## src/bia_pkg.sv

```systemverilog
package bia_pkg;

    localparam int CNT_W = 11;
    localparam int RID_W = 10;

    typedef enum logic
    {
        ST_IDLE,
        ST_MOD
    } st_t;

    typedef enum logic
    {
        ACT_ALLOC   = 1'b0,
        ACT_RELEASE = 1'b1
    } act_t;

endpackage

```

## src/bitmap_id_allocator.sv

```systemverilog
// result: an allocation's result word is registered in ST_MOD when out_ready allows;
//   no request is taken in ST_MOD; each is one read and at most one write-back of a
//   bitmap word, for allocations picked by a summary register of nonempty words
// reset: all ids free, full flag clear, id_count 1024; no clearing pass, words never
//   written read as all free through per-word valid bits
module bitmap_id_allocator #(
    parameter int MAX_IDS   = 1024,
    parameter int WORD_BITS = 32
) (
    input  logic                       clk,
    input  logic                       rst_n,
    input  logic                       in_valid,
    output logic                       in_ready,
    input  logic                       action,
    input  logic [bia_pkg::RID_W-1:0]  release_id,
    output logic                       out_valid,
    input  logic                       out_ready,
    output logic                       granted,
    output logic [bia_pkg::RID_W-1:0]  granted_id,
    input  logic                       cfg_valid,
    output logic                       cfg_ready,
    input  logic [bia_pkg::CNT_W-1:0]  id_count
);

    import bia_pkg::*;

    localparam int NWORDS = (MAX_IDS + WORD_BITS - 1) / WORD_BITS;
    localparam int AW     = (NWORDS > 1) ? $clog2(NWORDS) : 1;
    localparam int BW     = $clog2(WORD_BITS);
    localparam int IW     = AW + BW;
    localparam int CMPW   = ((IW > CNT_W) ? IW : CNT_W) + 1;
    localparam int DW     = (IW > RID_W) ? IW : RID_W;
    localparam int SH     = 20;
    localparam int PW     = RID_W + SH + 1;
    localparam int RECIP  = ((1 << SH) + WORD_BITS - 1) / WORD_BITS;

    logic [WORD_BITS-1:0] mem [NWORDS];

    st_t                  state_reg, state_next;
    logic                 act_reg;
    logic [RID_W-1:0]     rid_reg;
    logic [AW-1:0]        addr_reg;
    logic                 found_reg;
    logic [WORD_BITS-1:0] rd_data_reg;
    logic                 rd_vld_reg;
    logic                 full_reg, full_next;
    logic [CNT_W-1:0]     cnt_reg, cnt_next;
    logic [NWORDS-1:0]    sum_reg, sum_next;
    logic [NWORDS-1:0]    vld_reg, vld_next;
    logic                 ov_reg, ov_next;
    logic                 og_reg;
    logic [RID_W-1:0]     oid_reg;

    logic                 accept;
    logic [AW-1:0]        enc_idx;
    logic                 enc_hit;
    logic [PW-1:0]        prod;
    logic [RID_W:0]       rel_q;
    logic [AW-1:0]        rel_addr;
    logic [AW-1:0]        addr_sel;
    logic [CNT_W-1:0]     cnt_eff;
    logic [IW-1:0]        base;
    logic [WORD_BITS-1:0] word;
    logic [WORD_BITS-1:0] mask;
    logic [WORD_BITS-1:0] masked;
    logic [BW-1:0]        bit_idx;
    logic                 bit_hit;
    logic [DW-1:0]        rel_diff;
    logic [BW-1:0]        rel_bit;
    logic                 rel_ok;
    logic                 alloc_ok;
    logic                 can_out;
    logic                 we;
    logic [WORD_BITS-1:0] wdata;
    logic [DW-1:0]        id_sum;

    assign in_ready   = (state_reg == ST_IDLE);
    assign accept     = in_valid && in_ready;
    assign cfg_ready  = 1'b1;
    assign out_valid  = ov_reg;
    assign granted    = og_reg;
    assign granted_id = oid_reg;

    assign cnt_eff = (32'(cnt_reg) > MAX_IDS) ? CNT_W'(MAX_IDS) : cnt_reg;

    // lowest word holding any free mark
    always_comb
    begin
        enc_idx = '0;
        enc_hit = 1'b0;
        for (int i = NWORDS - 1; i >= 0; i--)
        begin
            if (sum_reg[i])
            begin
                enc_idx = AW'(i);
                enc_hit = 1'b1;
            end
        end
    end

    // word index of the released id by reciprocal multiply
    assign prod     = PW'(release_id) * PW'(RECIP);
    assign rel_q    = prod[PW-1:SH];
    assign rel_addr = (32'(rel_q) < NWORDS) ? AW'(rel_q) : '0;
    assign addr_sel = (act_t'(action) == ACT_RELEASE) ? rel_addr : enc_idx;

    // modify stage
    assign word = rd_vld_reg ? rd_data_reg : '1;
    assign base = IW'(addr_reg) * IW'(WORD_BITS);

    always_comb
    begin
        for (int i = 0; i < WORD_BITS; i++)
        begin
            mask[i] = (CMPW'(base) + CMPW'(i)) < CMPW'(cnt_eff);
        end
    end

    assign masked = word & mask;

    always_comb
    begin
        bit_idx = '0;
        bit_hit = 1'b0;
        for (int i = WORD_BITS - 1; i >= 0; i--)
        begin
            if (masked[i])
            begin
                bit_idx = BW'(i);
                bit_hit = 1'b1;
            end
        end
    end

    assign rel_diff = DW'(rid_reg) - DW'(base);
    assign rel_bit  = rel_diff[BW-1:0];
    assign rel_ok   = CMPW'(rid_reg) < CMPW'(cnt_eff);
    assign alloc_ok = !full_reg && found_reg && bit_hit;
    assign can_out  = !ov_reg || out_ready;
    assign id_sum   = DW'(base) + DW'(bit_idx);

    always_comb
    begin
        state_next = state_reg;
        full_next  = full_reg;
        cnt_next   = cnt_reg;
        sum_next   = sum_reg;
        vld_next   = vld_reg;
        ov_next    = ov_reg && !out_ready;
        we         = 1'b0;
        wdata      = word;

        unique case (state_reg)
            ST_IDLE:
            begin
                if (accept)
                begin
                    state_next = ST_MOD;
                end
            end
            ST_MOD:
            begin
                if (act_t'(act_reg) == ACT_RELEASE)
                begin
                    state_next = ST_IDLE;
                    if (rel_ok)
                    begin
                        we        = 1'b1;
                        wdata     = word | (WORD_BITS'(1) << rel_bit);
                        full_next = 1'b0;
                    end
                end
                else if (can_out)
                begin
                    state_next = ST_IDLE;
                    ov_next    = 1'b1;
                    if (alloc_ok)
                    begin
                        we    = 1'b1;
                        wdata = word & ~(WORD_BITS'(1) << bit_idx);
                    end
                    else
                    begin
                        full_next = 1'b1;
                    end
                end
            end
            default:
            begin
                state_next = ST_IDLE;
            end
        endcase

        if (we)
        begin
            sum_next[addr_reg] = |wdata;
            vld_next[addr_reg] = 1'b1;
        end

        if (cfg_valid && cfg_ready)
        begin
            cnt_next  = id_count;
            full_next = 1'b0;
        end
    end

    always_ff @(posedge clk or negedge rst_n)
    begin
        if (!rst_n)
        begin
            state_reg <= ST_IDLE;
            full_reg  <= 1'b0;
            cnt_reg   <= CNT_W'(1024);
            sum_reg   <= '1;
            vld_reg   <= '0;
            ov_reg    <= 1'b0;
        end
        else
        begin
            state_reg <= state_next;
            full_reg  <= full_next;
            cnt_reg   <= cnt_next;
            sum_reg   <= sum_next;
            vld_reg   <= vld_next;
            ov_reg    <= ov_next;
        end
    end

    // request capture and bitmap memory
    always_ff @(posedge clk)
    begin
        if (we)
        begin
            mem[addr_reg] <= wdata;
        end
        if (accept)
        begin
            rd_data_reg <= mem[addr_sel];
            rd_vld_reg  <= vld_reg[addr_sel];
            act_reg     <= action;
            rid_reg     <= release_id;
            addr_reg    <= addr_sel;
            found_reg   <= enc_hit;
        end
    end

    // result word
    always_ff @(posedge clk)
    begin
        if (state_reg == ST_MOD && act_t'(act_reg) == ACT_ALLOC && can_out)
        begin
            og_reg  <= alloc_ok;
            oid_reg <= alloc_ok ? id_sum[RID_W-1:0] : '0;
        end
    end

endmodule
```

## config.mk

```make
export PLATFORM = sky130hd
export DESIGN_NAME = bitmap_id_allocator
export DESIGN_NICKNAME = d
export VERILOG_FILES = /design/src/bia_pkg.sv /design/src/bitmap_id_allocator.sv
export SDC_FILE = /design/constraint.sdc
export NUM_CORES = 2
export LEC_CHECK = 0
export BUFFER_PORTS_ARGS = -buffer_cell sky130_fd_sc_hd__buf_2
export CORE_UTILIZATION = 60
export CTS_BUF_LIST = sky130_fd_sc_hd__clkbuf_16
export CTS_CLUSTER_DIAMETER = 60
export DETAILED_ROUTE_END_ITERATION = 8
export PLACE_DENSITY = 0.74
export SYNTH_ARGS = -nofsm -noshare
export SYNTH_HDL_FRONTEND = slang
export SYNTH_SLANG_ARGS = --single-unit
```

## constraint.sdc

```tcl
create_clock -name clk -period 11.9 [get_ports clk]
set_clock_uncertainty 0.05 [all_clocks]
set_input_delay 1.785 -clock clk [delete_from_list [all_inputs] [get_ports clk]]
set_output_delay 1.785 -clock clk [all_outputs]
set_load 0.02 [all_outputs]
```

==> impl_metrics.ini <==
[worst_setup_path]
arrival_ps = 7500
startpoint = cnt_reg[10]
reg2reg_slack_ps = 4930
critPathRequiredTime_ps = 12430
worst_setup_path_start_kind = register
crit_path_max_fanout = 33
path_class = register to register
reg2regPathDepth = 16
r2r_start = cnt_reg[10]
r2r_end = sum_reg[21]
endpoint_kind = register

[sta]
timing.setup.tns_ps = 0
tightest_slew_ps = 1382
drv_slew = 0
period_share = 0.5858
max_freq_mhz = 143.5
finalSetupViolCount = 0
period_minus_slack_ps = 6971
slew_headroom = 0.07588
rsz0062_at_grt = no
hold_viol_final = 0

[run]
max-cap-violations = 0

[cts]
clk_latency_ps = 700
cts-root-buf = clkbuf_16
cts_tree = yes
path_clk_slew_ps = 60
post_cts_buffers = 0
cts.htree.levels = 3
cts.sinks = 1163
cts_buffers = 114
clockBufferDepth = 3
hold_buffers = 0
post_cts_resize_count = 0

[power_and_ir_drop]
power.total_mw = 12.50
power_frac_seq = 0.416
swShare = 0.3542
powerDensity_nw_per_um2 = 231.9
p_comb_frac = 0.300
pwr-share-clk = 0.284
p_switching_mw = 4.430
p_int_mw = 8.075
vdd_ir_drop_max_mv = 0.1875
p_leak_nw = 18.52

[floorplan]
io_pins = 41
initial_utilization = 0.6103
core_sq_um = 79520
row_count = 103
fp.dieW_um = 286.4
die_y_um = 286.4
die-area_sq_um = 82020

[hold_path]
worstHoldStart = vld_reg[22]
whs_endpoint = vld_reg[22]
hold_path_depth = 1
min_path_type = register to register

[grt]
grt_max_degree = 188
grt.total_usage = 0.3561
grt_overflow = 0
antenna_found_initial = 2
grt_pass1_wl_um = 211400
first_global_vias = 32380

[drt]
route.detailed.drc = 0
dr.max_layer_used = met5
vias = 34270
first_pass_iters = 9
wire_per_inst_um = 28.39
antenna_left = 0
wl_met2_um = 66510
wirelength_um = 146000
avgViaCountPerCell = 6.665
wl_met1_um = 54240
first_iter_violations = 4722
route.met3.wl_um = 17360

[logic_synthesis]
ys_seq_elements = 1163
synth_edf_count = 1085
synth_flop_cell = edfxtp_1
ys_warn_count = 0
syn_nets = 4039
syn_avg_cell_area_sq_um = 12.14
seq_area_frac_synth = 0.7125
synth_cell_types = 92
syn_inst = 3997
netlist_area_sq_um = 48530
async_flop_share = 0.06707

[final_layout]
synthToLayoutAreaGrowth_pct = 11.13
layout_common_cells = 1147 x nand2_1, 1085 x edfxtp_1, 539 x nand3_1
drive_above_1_share = 0.1139
top_register = mem
fill_cells = 5531
postLayoutCoreUtil = 0.6782
finalNetCount = 4033
stdcell_area_sq_um = 53920
layout_commonest_cell = nand2_1
largest_reg_flops = 1024

[placed_design]
gp_congestion = 1.015
dp.final_hpwl_um = 77120
dpl_cell_area_sq_um = 50200
port_buffers = 39

[outcome]
outcome = completed
[power groups by stage]
stage | clock network, mW | registers, mW | logic, mW
floorplan | 0 | 5.20 | 2.55
global placement | 0 | 5.26 | 3.61
detailed placement | 0 | 5.27 | 3.66
CTS | 3.57 | 5.18 | 3.69
global route | 3.72 | 5.21 | 4.06
finish | 3.55 | 5.20 | 3.75
[through the flow]
| stage | setup WS (ps) | hold slack [ps] | cells |
|---|---|---|---|
| global placement | 5493 | 401.5 | 4925 |
| CTS | 5194 | 418.3 | 5140 |
| global route | 4588 | 432.7 | 5140 |
| floorplan | 5789 | 389.4 | 3997 |
| finish | 4929 | 420.9 | 5142 |
| detailed placement | 5223 | 402.7 | 4925 |
[worst max-delay path: stages, from the launching register on]
cell	delay, ps
dfstp_2	790
inv_2	150
nand2_1	140
ha_1	290
a211oi_1	400
o32a_1	580
nand2_1	250
o21ai_0	360
o32a_1	210
a21oi_1	160
nor2b_1	940
a31oi_2	830
a2111oi_0	650
nand4_1	220
nor4_4	320
buf_4	370
a31oi_1	140
[worst max-delay path by stage]
stage	end	slack (ps)	cells after the start
floorplan	mem[0][0]	5790	16
global placement	sum_reg[21]	5490	16
detailed placement	sum_reg[5]	5220	16
CTS	sum_reg[28]	5190	16
global route	sum_reg[28]	4590	16
finish	sum_reg[21]	4930	16
[cell type report]
type                    instances  area (sq um)  area share
diodes                          2         5.005  0.00009281
clock buffers                 115          2878     0.05337
clock inverters               100         829.5     0.01538
inverters                      16         75.07    0.001392
multi-input cells            2560         13310      0.2468
flip-flops and latches       1163         34570      0.6412
well taps                    1050          1314     0.02436
repair buffers                136         938.4     0.01740
[logic make-up after synthesis]
group / share of synthesized area
simple gates: 0.1855
buf+inv: 0.02223
other cells: 0.00007728
compound gates: 0.07307
fa+ha+maj: 0.003868
mux: 0.002759
flops: 0.7125
[cells in the mapped netlist, types with 7 or more instances]
| master | n | area share |
|---|---|---|
| and3_1 | 43 | 0.0055 |
| or2_2 | 33 | 0.0043 |
| nor3b_1 | 7 | 0.0011 |
| buf_1 | 16 | 0.0012 |
| a21o_1 | 7 | 0.0011 |
| and2_1 | 22 | 0.0028 |
| a31oi_1 | 123 | 0.016 |
| nor4_1 | 10 | 0.0013 |
| nand3_1 | 539 | 0.056 |
| ha_1 | 15 | 0.0039 |
| a21oi_1 | 125 | 0.013 |
| o211ai_1 | 7 | 0.0011 |
| nand2_1 | 1147 | 0.089 |
| clkbuf_1 | 223 | 0.017 |
| buf_2 | 9 | 0.00093 |
| a32oi_1 | 101 | 0.018 |
| inv_1 | 13 | 0.0010 |
| a211oi_1 | 9 | 0.0014 |
| o31ai_1 | 9 | 0.0014 |
| or3_1 | 8 | 0.0010 |
| o21ai_0 | 21 | 0.0022 |
| dfstp_2 | 33 | 0.018 |
| dfrtp_1 | 45 | 0.023 |
| nor2_1 | 88 | 0.0068 |
| nor3_1 | 20 | 0.0021 |
| edfxtp_1 | 1085 | 0.67 |
| nor2b_1 | 29 | 0.0037 |
| buf_4 | 8 | 0.0012 |
| a22oi_1 | 37 | 0.0057 |
| mux2_2 | 11 | 0.0026 |
| nand2b_1 | 38 | 0.0049 |
[routing by layer]
layer  up-vias  track usage
li1      14710            -
met1     16740       0.4854
met2      2344       0.5499
met3       469      0.07615
met4         2       0.1727
met5         -            0
No activity file was read; power rests on OpenSTA's default activity.
